$ cat src/rtl/core/assert_macros.svh
// Assertion macros for the RTL files that check their own behaviour.
`ifndef ASSERT_MACROS_SVH
`define ASSERT_MACROS_SVH

// Same-cycle implication, sampled on the rising clock edge outside reset.
`define TEPE_ASSERT_IMP(lbl, ante, cons) \
  lbl: assert property (@(posedge clk) disable iff (!rst_n) (ante) |-> (cons)) \
    else $error("same-cycle check failed");

// Next-cycle implication, sampled on the rising clock edge outside reset.
`define TEPE_ASSERT_NXT(lbl, ante, cons) \
  lbl: assert property (@(posedge clk) disable iff (!rst_n) (ante) |=> (cons)) \
    else $error("next-cycle check failed");

`endif

$ cat src/rtl/core/tepe_pkg.sv
// Package: sizes, constant tables, state and control types of the embedding block.
`timescale 1ns / 1ps
package tepe_pkg;

  localparam int EMBED_DIM    = 64;
  localparam int NUM_TOKENS   = 1024;
  localparam int MAX_POSITION = 4095;

  localparam int CMD_W  = 1;
  localparam int TOK_W  = 10;
  localparam int ELEM_W = 6;
  localparam int VAL_W  = 16;
  localparam int POS_W  = 12;
  localparam int ROW_W  = $clog2(NUM_TOKENS);
  localparam int ADDR_W = ROW_W + ELEM_W;
  localparam int RAM_DEPTH = NUM_TOKENS << ELEM_W;

  localparam int  N_PAIRS = EMBED_DIM / 2;
  localparam int  K_W     = (N_PAIRS > 1) ? $clog2(N_PAIRS) : 1;
  localparam bit  ODD_DIM = (EMBED_DIM % 2) == 1;
  localparam int  N_TERMS = 17;
  localparam int  I_W     = 5;

  localparam logic [63:0] LOG2_10000_Q28 = 64'd3566893131;
  localparam logic [63:0] LN2_Q30        = 64'd744261118;
  localparam logic [63:0] INV_TWO_PI_Q32 = 64'd683565276;
  localparam logic [30:0] HALF_PI_Q30    = 31'd1686629713;
  localparam logic [63:0] ONE_Q30        = 64'd1 << 30;

  localparam logic [CMD_W-1:0] CMD_WRITE  = 1'b0;
  localparam logic [CMD_W-1:0] CMD_LOOKUP = 1'b1;

  typedef logic [39:0] freq_tab_t [N_PAIRS];
  typedef logic [32:0] recip_tab_t [2**I_W];

  // Turns per position of each pair, Q40, worked out at elaboration.
  function automatic freq_tab_t build_freq();
    freq_tab_t   tab;
    logic [63:0] t;
    logic [63:0] x;
    logic [63:0] term;
    longint      sum;
    int          n;
    for (int k = 0; k < N_PAIRS; k++) begin
      t    = (LOG2_10000_Q28 * 64'(2 * k)) / 64'(EMBED_DIM);
      n    = int'(t >> 28) & 31;
      x    = ((t & 64'hFFFFFFF) * LN2_Q30) >> 28;
      sum  = longint'(ONE_Q30);
      term = ONE_Q30;
      for (int i = 1; i <= 16; i++) begin
        term = ((term * x) >> 30) / 64'(i);
        if ((i % 2) == 1) sum = sum - longint'(term);
        else sum = sum + longint'(term);
      end
      if (sum < 0) sum = 0;
      if (sum > longint'(ONE_Q30)) sum = longint'(ONE_Q30);
      tab[k] = 40'((64'(sum) * INV_TWO_PI_Q32) >> (22 + n));
    end
    return tab;
  endfunction

  // Reciprocals rounded up, ceil(2^32 / i), for the series divisions.
  function automatic recip_tab_t build_recip();
    recip_tab_t tab;
    for (int i = 0; i < 2**I_W; i++) begin
      if (i == 0) tab[i] = 33'd1;
      else tab[i] = 33'(((64'd1 << 32) + 64'(i) - 64'd1) / 64'(i));
    end
    return tab;
  endfunction

  localparam freq_tab_t  FREQ_TAB  = build_freq();
  localparam recip_tab_t RECIP_TAB = build_recip();

  typedef enum logic [3:0] {
    ST_IDLE,
    ST_PHASE,
    ST_RAD,
    ST_MUL,
    ST_RCP,
    ST_FIX,
    ST_ROUND,
    ST_WAIT0,
    ST_EMIT0,
    ST_WAIT1,
    ST_EMIT1
  } tepe_state_t;

  typedef struct packed {
    logic start;
    logic write;
    logic phase;
    logic rad;
    logic mul;
    logic rcp;
    logic fix;
    logic round;
    logic emit;
  } tepe_cmd_t;

  typedef struct packed {
    logic i_done;
    logic out_free;
    logic last_elem;
    logic tail_next;
  } tepe_sts_t;

endpackage

$ cat src/rtl/core/tepe_ctrl.sv
// Controller: sequences the positional term series and the element emission.
`timescale 1ns / 1ps
module tepe_ctrl (
  input  logic                clk,
  input  logic                rst_n,
  input  logic                in_valid,
  input  logic                in_lookup,
  input  tepe_pkg::tepe_sts_t sts,
  output tepe_pkg::tepe_cmd_t cmd,
  output logic                in_ready
);
  import tepe_pkg::*;

  tepe_state_t state_r, state_nxt;

  always_ff @(posedge clk) begin
    if (!rst_n) begin
      state_r <= ST_IDLE;
    end else begin
      state_r <= state_nxt;
    end
  end

  always_comb begin
    state_nxt = state_r;
    case (state_r)
      ST_IDLE: begin
        if (in_valid && in_lookup) state_nxt = ST_PHASE;
      end
      ST_PHASE: state_nxt = ST_RAD;
      ST_RAD:   state_nxt = ST_MUL;
      ST_MUL:   state_nxt = ST_RCP;
      ST_RCP:   state_nxt = ST_FIX;
      ST_FIX: begin
        state_nxt = sts.i_done ? ST_ROUND : ST_MUL;
      end
      ST_ROUND: state_nxt = ST_WAIT0;
      ST_WAIT0: state_nxt = ST_EMIT0;
      ST_EMIT0: begin
        if (sts.out_free) state_nxt = sts.last_elem ? ST_IDLE : ST_WAIT1;
      end
      ST_WAIT1: state_nxt = ST_EMIT1;
      ST_EMIT1: begin
        if (sts.out_free) begin
          if (sts.last_elem) state_nxt = ST_IDLE;
          else if (sts.tail_next) state_nxt = ST_WAIT0;
          else state_nxt = ST_PHASE;
        end
      end
      default: state_nxt = ST_IDLE;
    endcase
  end

  always_comb begin
    cmd      = '0;
    in_ready = 1'b0;
    case (state_r)
      ST_IDLE: begin
        in_ready  = 1'b1;
        cmd.start = in_valid && in_lookup;
        cmd.write = in_valid && !in_lookup;
      end
      ST_PHASE: cmd.phase = 1'b1;
      ST_RAD:   cmd.rad   = 1'b1;
      ST_MUL:   cmd.mul   = 1'b1;
      ST_RCP:   cmd.rcp   = 1'b1;
      ST_FIX:   cmd.fix   = 1'b1;
      ST_ROUND: cmd.round = 1'b1;
      ST_EMIT0: cmd.emit  = sts.out_free;
      ST_EMIT1: cmd.emit  = sts.out_free;
      default: ;
    endcase
  end
endmodule

$ cat config.mk
export PLATFORM = sky130hd
export DESIGN_NAME = tepe_ctrl
export DESIGN_NICKNAME = d
export VERILOG_FILES = /design/src/rtl/core/assert_macros.svh /design/src/rtl/core/tepe_pkg.sv /design/src/rtl/core/tepe_ctrl.sv
export SDC_FILE = /design/constraint.sdc
export NUM_CORES = 1
export LEC_CHECK = 0
export ABC_AREA = 0
export BUFFER_PORTS_ARGS = -buffer_cell sky130_fd_sc_hd__buf_4
export CAP_MARGIN = 20
export CELL_PAD_IN_SITES_DETAIL_PLACEMENT = 1
export CELL_PAD_IN_SITES_GLOBAL_PLACEMENT = 1
export CORE_UTILIZATION = 26
export DETAILED_ROUTE_END_ITERATION = 16
export PLACE_DENSITY_LB_ADDON = 0.1
export SLEW_MARGIN = 20
export SYNTH_ARGS = -nofsm -noshare
export SYNTH_HDL_FRONTEND = slang
export SYNTH_SLANG_ARGS = --single-unit
$ cat constraint.sdc
create_clock -name clk -period 1.1 [get_ports clk]
set_input_delay 0.22 -clock clk [delete_from_list [all_inputs] [get_ports clk]]
set_output_delay 0.22 -clock clk [all_outputs]
set_load 0.02 [all_outputs]
==> results.md, run 1 <==
* Peak Freq at 658.6 MHz
* Clk_skew at 4.712 ps
* Clock Latency Late Sink at 250 ps
* Req. time, crit path at 880 ps
* Die Span Y at 40.44 microns
* # DRC at 0
* CTS max path bufs at 2
* Commonest non-fill, non-tap cells in the layout: buf_4 (19), buf_6 (15), nor2_4 (5), clkbuf_4 (3), dfxtp_4 (3)
* Initial Util at 28.80%
* Final hold vios at 0
* Crit path launch type: flop
* Core ar. at 1334 sq um
* Max_cap viols at 0
* GRT Resource Usage Total at 20.62%
* Port bufs at 17
* Reg clk slew, reported paths at 40 ps
* Drt total wl at 1.704 mm
* Nets at 93
* Placed cell area at 673.1 sq um
* TritonCTS clock tree: built
* DRT iter0 DRCs at 5
* Setup crit end kind: primary output
* Post-Synth XOR/XNOR Area at 0%
* Unique cell type count in the Yosys netlist at 29
* # IOs at 18
* Syn nets at 57
* Via-to-Cell Ratio at 5.327
* Register area at 92.59 sq um
* Via count at 522
* Post-layout min period at 1518 ps
* Final Cell Area at 862.1 sq um
* DIE WIDTH at 40.44 microns
* Worst Path Arrival at 1300 ps
* RSZ-0062 raised after global routing: true
* # setup viols final at 14
* Root Buffer: clkbuf_4
* Global route total overflow at 0
* Hold crit path type: in -> reg
* Fin cells at 98
* Slew headroom at 72.12%
* CTS buffer count at 3
* Synth Area in Adders at 0%
* Post-synthesis simple-gate area fraction at 43.65%
* Worst-Margin Slew at 413.9 ps
* Gpl congestion at 0.7475
* Area of the multi-input gates at 391.6 sq um
* Die area at 1635 sq um
* Mapped Area at 384.1 sq um
* Post-DRT Antenna Nets at 0
* Top reg by flops: state_r
* Seq/Total Area, Yosys at 20.85%
* Compound-gate portion of the synthesized area at 26.71%
* First-pass GRT wire length at 2.159 mm
* Tcrit/Tclk final at 138.0%
* Cell Pwr Density at 927.3 nW/um^2
* Post-Synthesis Cells at 49
* Failing checks: setup timing
* Vias in the first global route at 490
* Synth Warn # at 0
* Area grow syn2layout at 124.4%
* Fillers at 144
* Synth Register Bits at 4
* TritonRoute pass-1 iters at 3
* Largest net degree at the start of global routing at 11
* Final max-slew violation count at 0
* Status: finished, violations left
* N_diodes at 0
* Max reg flops at 4
* Mux contribution to synthesized area at 0%
* Crit Path Class: reg -> out
* Largest regs: state_r x4
* Wire per inst at 17.39 microns
* HPWL Detailed at 1.053 mm
* Layout cells sized above 1 at 75.90%
* Power Total at 799.4 uW
* Largest family of logic cells by synthesized area: simple AND/OR/NAND/NOR gates
* Final worst setup slack at -418.3 ps
* Commonest non-fill, non-tap cell in the layout: buf_4
* Htree depth at 1
* Placed cells at 89
* Synth Area per Inst at 7.839 sq um
* Initial antenna violation count at 0
* Max FO, Critical Path at 3
* Std-Cell Rows at 13
* Leakage at 0.3546 nW
* VDD IR max at 0.4786 mV
* Clock sink count at 4
==> cell usage after synthesis <==
| library cell | instances | area [sq um] |
|---|---|---|
| nor4_2 | 1 | 12.51 |
| nor2b_1 | 1 | 6.260 |
| and3b_1 | 1 | 8.760 |
| nand2_1 | 3 | 11.26 |
| nor2_1 | 5 | 18.77 |
| o22ai_1 | 1 | 6.260 |
| buf_6 | 1 | 11.26 |
| inv_1 | 2 | 7.510 |
| a221oi_1 | 1 | 8.760 |
| o21ai_0 | 3 | 15.01 |
| nand4_1 | 1 | 6.260 |
| or3b_1 | 1 | 8.760 |
| nor3_1 | 2 | 10.01 |
| a211oi_2 | 1 | 12.51 |
| nor4b_2 | 1 | 15.01 |
| a311o_1 | 1 | 10.01 |
| nand2b_1 | 3 | 18.77 |
| a21boi_1 | 1 | 7.510 |
| nor3_2 | 1 | 10.01 |
| and3_1 | 3 | 18.77 |
| buf_2 | 3 | 15.01 |
| o22a_1 | 1 | 8.760 |
| a31o_1 | 1 | 8.760 |
| dfxtp_1 | 4 | 80.08 |
| nor3b_1 | 2 | 15.01 |
| a2bb2oi_1 | 1 | 8.760 |
| nand3b_1 | 1 | 7.510 |
| a21o_1 | 1 | 7.510 |
| a21oi_2 | 1 | 8.760 |
==> critical path: stages (launching register included) <==
cell	delay [ps]
dfxtp_2	330
buf_6	120
nor4_4	250
nand2_1	130
nor2_4	100
buf_6	120
==> final timing paths <==
check / startpoint / to / slack (ps) / cells after the start
max: state_r[1] / cmd[7] / -420 / 5
min: rst_n / state_r[1] / 240 / 2
max reg2reg: state_r[3] / state_r[0] / -190 / 5
min reg2reg: state_r[3] / state_r[2] / 600 / 2
==> metrics by stage <==
stage               utilization [%]  hold WS [ps]  worst slack [ps]  setup TNS (ps)
floorplan                         -         354.1            -232.6           -1184
global placement              50.47         476.1            -176.7           -1608
detailed placement            50.47         486.7            -223.4           -1969
CTS                           61.35         230.1            -427.6           -4110
global route                  64.63         246.9            -483.6           -4634
finish                        64.63         240.7            -418.3           -4136
==> cell type report <==
class / instances / share of cell area (%)
Timing Repair Buffer: 35 / 37.88
Multi-Input combinational cell: 39 / 45.43
Tap cell: 15 / 2.177
Inverter: 2 / 1.161
Clock buffer: 3 / 2.612
Sequential cell: 4 / 10.74
==> layer usage <==
metal / global-route usage (%) / vias to the layer above / wire [microns]
li1: - / 250 / -
met1: 23.18 / 251 / 724
met2: 36.51 / 19 / 910
met3: 2.222 / 2 / 52
met4: 12.50 / 0 / 17
met5: 0 / - / 0
==> cells by family after synthesis <==
group	count (synthesis)
flip-flops	4
buffers and inverters	6
AND/OR/NAND/NOR	26
AO/OA/AOI/OAI	13
==> repair_timing <==
action / in CTS / in global routing
endpoints found under the setup margin: 14 / 14
pin swaps: 4 / 6
hold buffers: 0 / 0
endpoints found under the hold margin: 0 / 0
buffers inserted: 4 / 2
resized for setup: 28 / 6
==> power breakdown <==
part | internal, mW | switching [mW]
clock network | 0.123 | 0.0740
logic | 0.217 | 0.196
registers | 0.156 | 0.0338
total | 0.496 | 0.303
Note: power is estimated with default switching activity, not from simulation.
==> run 2: changes to the inputs <==
- HOLD_SLACK_MARGIN: not set -> 0.12
- PLACE_DENSITY: not set -> 0.77
- PLACE_DENSITY_LB_ADDON: 0.1 -> not set
==> results.md, run 2 (synthesis results as in run 1) <==
* Status: finished, violations left
* Failing checks: setup timing
* Initial antenna violation count at 0
* Clock Latency Late Sink at 250 ps
* Hold crit path type: in -> reg
* HPWL Detailed at 1.109 mm
* CTS max path bufs at 2
* Top reg by flops: state_r
* NetSw at 369.0 uW
* Crit path launch type: flop
* Port bufs at 17
* Final worst setup slack at -508.8 ps
* TritonRoute pass-1 iters at 4
* Clk_skew at 14.81 ps
* Via count at 622
* Max reg flops at 4
* Tcrit/Tclk final at 146.3%
* Cell Pwr Density at 954.1 nW/um^2
* DRT iter0 DRCs at 18
* Crit Path Class: reg -> out
* N_diodes at 0
* GRT Resource Usage Total at 29.93%
* Dpl ws at -247.2 ps
* Gpl congestion at 0.7390
* Clk pwr share at 21.3%
* Worst-Margin Slew at 465.3 ps
* RSZ-0062 raised after global routing: true
* Initial Util at 28.80%
* Logic pwr share at 59.0%
* CTS buffer count at 3
* Area grow syn2layout at 155.4%
* Root Buffer: clkbuf_4
* Commonest non-fill, non-tap cells in the layout: buf_4 (21), buf_6 (21), nor2_4 (5), dfxtp_4 (4), clkbuf_4 (3)
* Max FO, Critical Path at 6
* Core ar. at 1334 sq um
* Global route total overflow at 0
* Largest regs: state_r x4
* Leakage at 0.4086 nW
* Req. time, crit path at 880 ps
* Drt total wl at 2.599 mm
* # DRC at 0
* # IOs at 18
* Sequential power share at 19.7%
* Reg clk slew, reported paths at 50 ps
* Die Span Y at 40.44 microns
* Wire per inst at 24.52 microns
* Sw frac at 39.43%
* Die area at 1635 sq um
* Post-layout min period at 1609 ps
* Final hold vios at 0
* # setup viols final at 14
* Via-to-Cell Ratio at 5.868
* Post-DRT Antenna Nets at 0
* VDD IR max at 0.6216 mV
* Layout cells sized above 1 at 80.22%
* DIE WIDTH at 40.44 microns
* Power Total at 935.9 uW
* Final max-slew violation count at 0
* Largest net degree at the start of global routing at 8
* P_int at 566.9 uW
* Worst Path Arrival at 1390 ps
* Vias in the first global route at 593
* Nets at 101
* Slew headroom at 68.66%
* Std-Cell Rows at 13
* Htree depth at 1
* Setup crit end kind: primary output
* TritonCTS clock tree: built
* First-pass GRT wire length at 3.015 mm
* Peak Freq at 621.6 MHz
* Max_cap viols at 0
* Clock sink count at 4
==> run 2: through the flow <==
stage	util, %	std cells	instance area (sq um)	setup TNS [ps]	hold slack [ps]
after detailed placement	51.59	91	688.2	-2231	477.3
final	73.55	106	980.9	-4695	268.3
after floorplan	-	49	471.7	-1184	354.1
after CTS	65.38	100	872.1	-3933	231.4
after global placement	51.59	91	688.2	-1890	472.6
after global routing	73.55	106	980.9	-5037	254.6
==> run 2: timing repair <==
item,4_1_cts,5_1_grt
setup endpoints to repair,14,14
pin swaps,12,11
resized for setup,33,13
setup buffers,6,9
hold endpoints to repair,0,0
hold buffers,0,0
==> run 2: final timing paths <==
path | from | to | slack [ps] | depth (start not counted)
worst max-delay path | state_r[1] | cmd[8] | -510 | 3
worst min-delay path | rst_n | state_r[1] | 270 | 2
worst max register to register | state_r[0] | state_r[1] | -230 | 6
worst min register to register | state_r[3] | state_r[2] | 640 | 2
==> run 2: power groups by stage <==
stage               Combinational (mW)  Clock, mW  Sequential [mW]
floorplan                        0.218          0            0.179
global placement                 0.349          0            0.186
detailed placement               0.358          0            0.186
CTS                              0.444      0.188            0.183
global route                     0.570      0.216            0.183
finish                           0.552      0.199            0.185
==> run 2: layout make-up <==
class                      instances  area [sq um]
multi-input combinational         39         417.9
clock buffer                       3         22.52
timing repair buffer              43         414.1
fill                             128         352.8
sequential                         4         95.09
inverter                           2         12.51
tap                               15         18.77
==> run 2: critical path, cell delays in order, from the launching register on <==
cell and delay [ps]:
dfxtp_4 370, nor4_4 390, and3_4 260, buf_6 110
==> run 2: layer usage <==
| metal | wire length (microns) | vias to the layer above | track usage [%] |
|---|---|---|---|
| li1 | - | 272 | - |
| met1 | 988 | 304 | 28.43 |
| met2 | 1369 | 36 | 57.54 |
| met3 | 146 | 10 | 8.889 |
| met5 | 0 | - | 0 |
| met4 | 95 | 0 | 13.33 |
==> run 3: changes to the inputs <==
- SKIP_LAST_GASP: not set -> 1
==> results.md, run 3 (synthesis results as in run 1) <==
* Initial Util at 28.80%
* TritonCTS clock tree: built
* Sequential power share at 21.1%
* GRT Resource Usage Total at 27.21%
* Post-DRT Antenna Nets at 0
* Htree depth at 1
* Crit Path Class: reg -> out
* Final hold vios at 0
* Crit-path slowest cell: nor4_4
* Gpl congestion at 0.7390
* Clk_skew at 13.33 ps
* Top reg by flops: state_r
* Clock Latency Late Sink at 250 ps
* Layout cells sized above 1 at 78.89%
* Worst-Margin Slew at 342.9 ps
* Status: finished, violations left
* Largest regs: state_r x4
* RSZ-0062 raised after global routing: true
* Power Total at 874.3 uW
* Placed cells at 91
* Area grow syn2layout at 142.3%
* Commonest non-fill, non-tap cell in the layout: buf_4
* Global route total overflow at 0
* Crit path buffers/inverters at 1
* TritonRoute pass-1 iters at 4
* Port bufs at 17
* VDD IR max at 0.7620 mV
* DIE WIDTH at 40.44 microns
* Final worst setup slack at -466.5 ps
* Post-layout min period at 1566 ps
* DRT iter0 DRCs at 7
* Setup crit end kind: primary output
* Peak Freq at 638.4 MHz
* Final max-slew violation count at 0
* Die area at 1635 sq um
* Crit path launch type: flop
* Leakage at 0.3945 nW
* Reg clk slew, reported paths at 30 ps
* Drt total wl at 2.364 mm
* Min Hold Slack at 269.1 ps
* Max FO, Critical Path at 5
* NetSw at 341.8 uW
* Initial antenna violation count at 0
* CTS hold repair buffers at 0
* Via-to-Cell Ratio at 5.571
* Slew headroom at 77.04%
* Logic pwr share at 56.8%
* P_int at 532.4 uW
* # IOs at 18
* HPWL Detailed at 1.109 mm
* Std-Cell Rows at 13
* Nets at 100
* Hold crit path type: in -> reg
* Tcrit/Tclk final at 142.4%
* Vias in the first global route at 555
* CP cell instances: nor4_4 -> nand2_1 -> nor2_4 -> buf_6
* Req. time, crit path at 880 ps
* Failing checks: setup timing
* CTS max path bufs at 2
* Wire per inst at 22.51 microns
* Worst Path Arrival at 1350 ps
* # setup viols final at 14
* # DRC at 0
* Fin cells at 105
* CTS buffer count at 3
* Clk pwr share at 22.1%
* First-pass GRT wire length at 2.773 mm
* Largest net degree at the start of global routing at 8
* N_diodes at 0
* Max_cap viols at 0
* Largest stage delay, worst path at 370 ps
* Core ar. at 1334 sq um
* Via count at 585
* Die Span Y at 40.44 microns
* Crit path max-delay family: simple AND/OR/NAND/NOR gates
* Sw frac at 39.10%
* Commonest non-fill, non-tap cells in the layout: buf_4 (23), buf_6 (19), nor2_4 (5), dfxtp_4 (4)
* Max reg flops at 4
* Clock sink count at 4
* Root Buffer: clkbuf_4
* Cell Pwr Density at 939.2 nW/um^2
run 3: final timing paths:
check	endpoint	start	slack [ps]	depth (start not counted)
setup / recovery	cmd[7]	state_r[3]	-470	4
hold / removal	state_r[3]	rst_n	270	2
setup reg to reg	state_r[0]	state_r[2]	-320	5
hold reg to reg	state_r[2]	state_r[3]	630	2
run 3: through the flow:
| step | util, % | setup WS, ps | cell area, sq um | TNS [ps] |
|---|---|---|---|---|
| 2_1_floorplan | - | -232.6 | 471.7 | -1184 |
| 3_3_place_gp | 51.59 | -209.2 | 688.2 | -1890 |
| 3_5_place_dp | 51.59 | -247.2 | 688.2 | -2231 |
| 4_1_cts | 64.54 | -428.1 | 860.8 | -3980 |
| 5_1_grt | 69.79 | -519.7 | 930.9 | -5146 |
| 6_report | 69.79 | -466.5 | 930.9 | -4716 |
run 3: power by group through the flow:
stage,Sequential [mW],Combinational [mW],Clock (mW)
5_1_grt,0.184,0.514,0.207
3_5_place_dp,0.186,0.358,0
2_1_floorplan,0.179,0.218,0
6_report,0.184,0.496,0.193
3_3_place_gp,0.186,0.349,0
4_1_cts,0.182,0.437,0.188
run 3: layout make-up:
| type | instances | area [sq um] |
|---|---|---|
| Inverter | 2 | 10.01 |
| Clock buffer | 3 | 22.52 |
| Fill cell | 139 | 402.9 |
| Timing Repair Buffer | 42 | 386.6 |
| Multi-Input combinational cell | 39 | 397.9 |
| Tap cell | 15 | 18.77 |
| Sequential cell | 4 | 95.09 |
run 3: metal layers:
| layer | global-route usage [%] | routed length, microns | vias to the layer above |
|---|---|---|---|
| li1 | - | - | 266 |
| met5 | 0 | 0 | - |
| met3 | 7.222 | 120 | 8 |
| met4 | 11.67 | 88 | 0 |
| met1 | 31.37 | 905 | 288 |
| met2 | 46.43 | 1250 | 23 |
run 3: timing repair:
action,in CTS,in global routing
endpoints found under the setup margin,14,14
resized for setup,31,11
pin swaps,12,13
buffers inserted,6,7
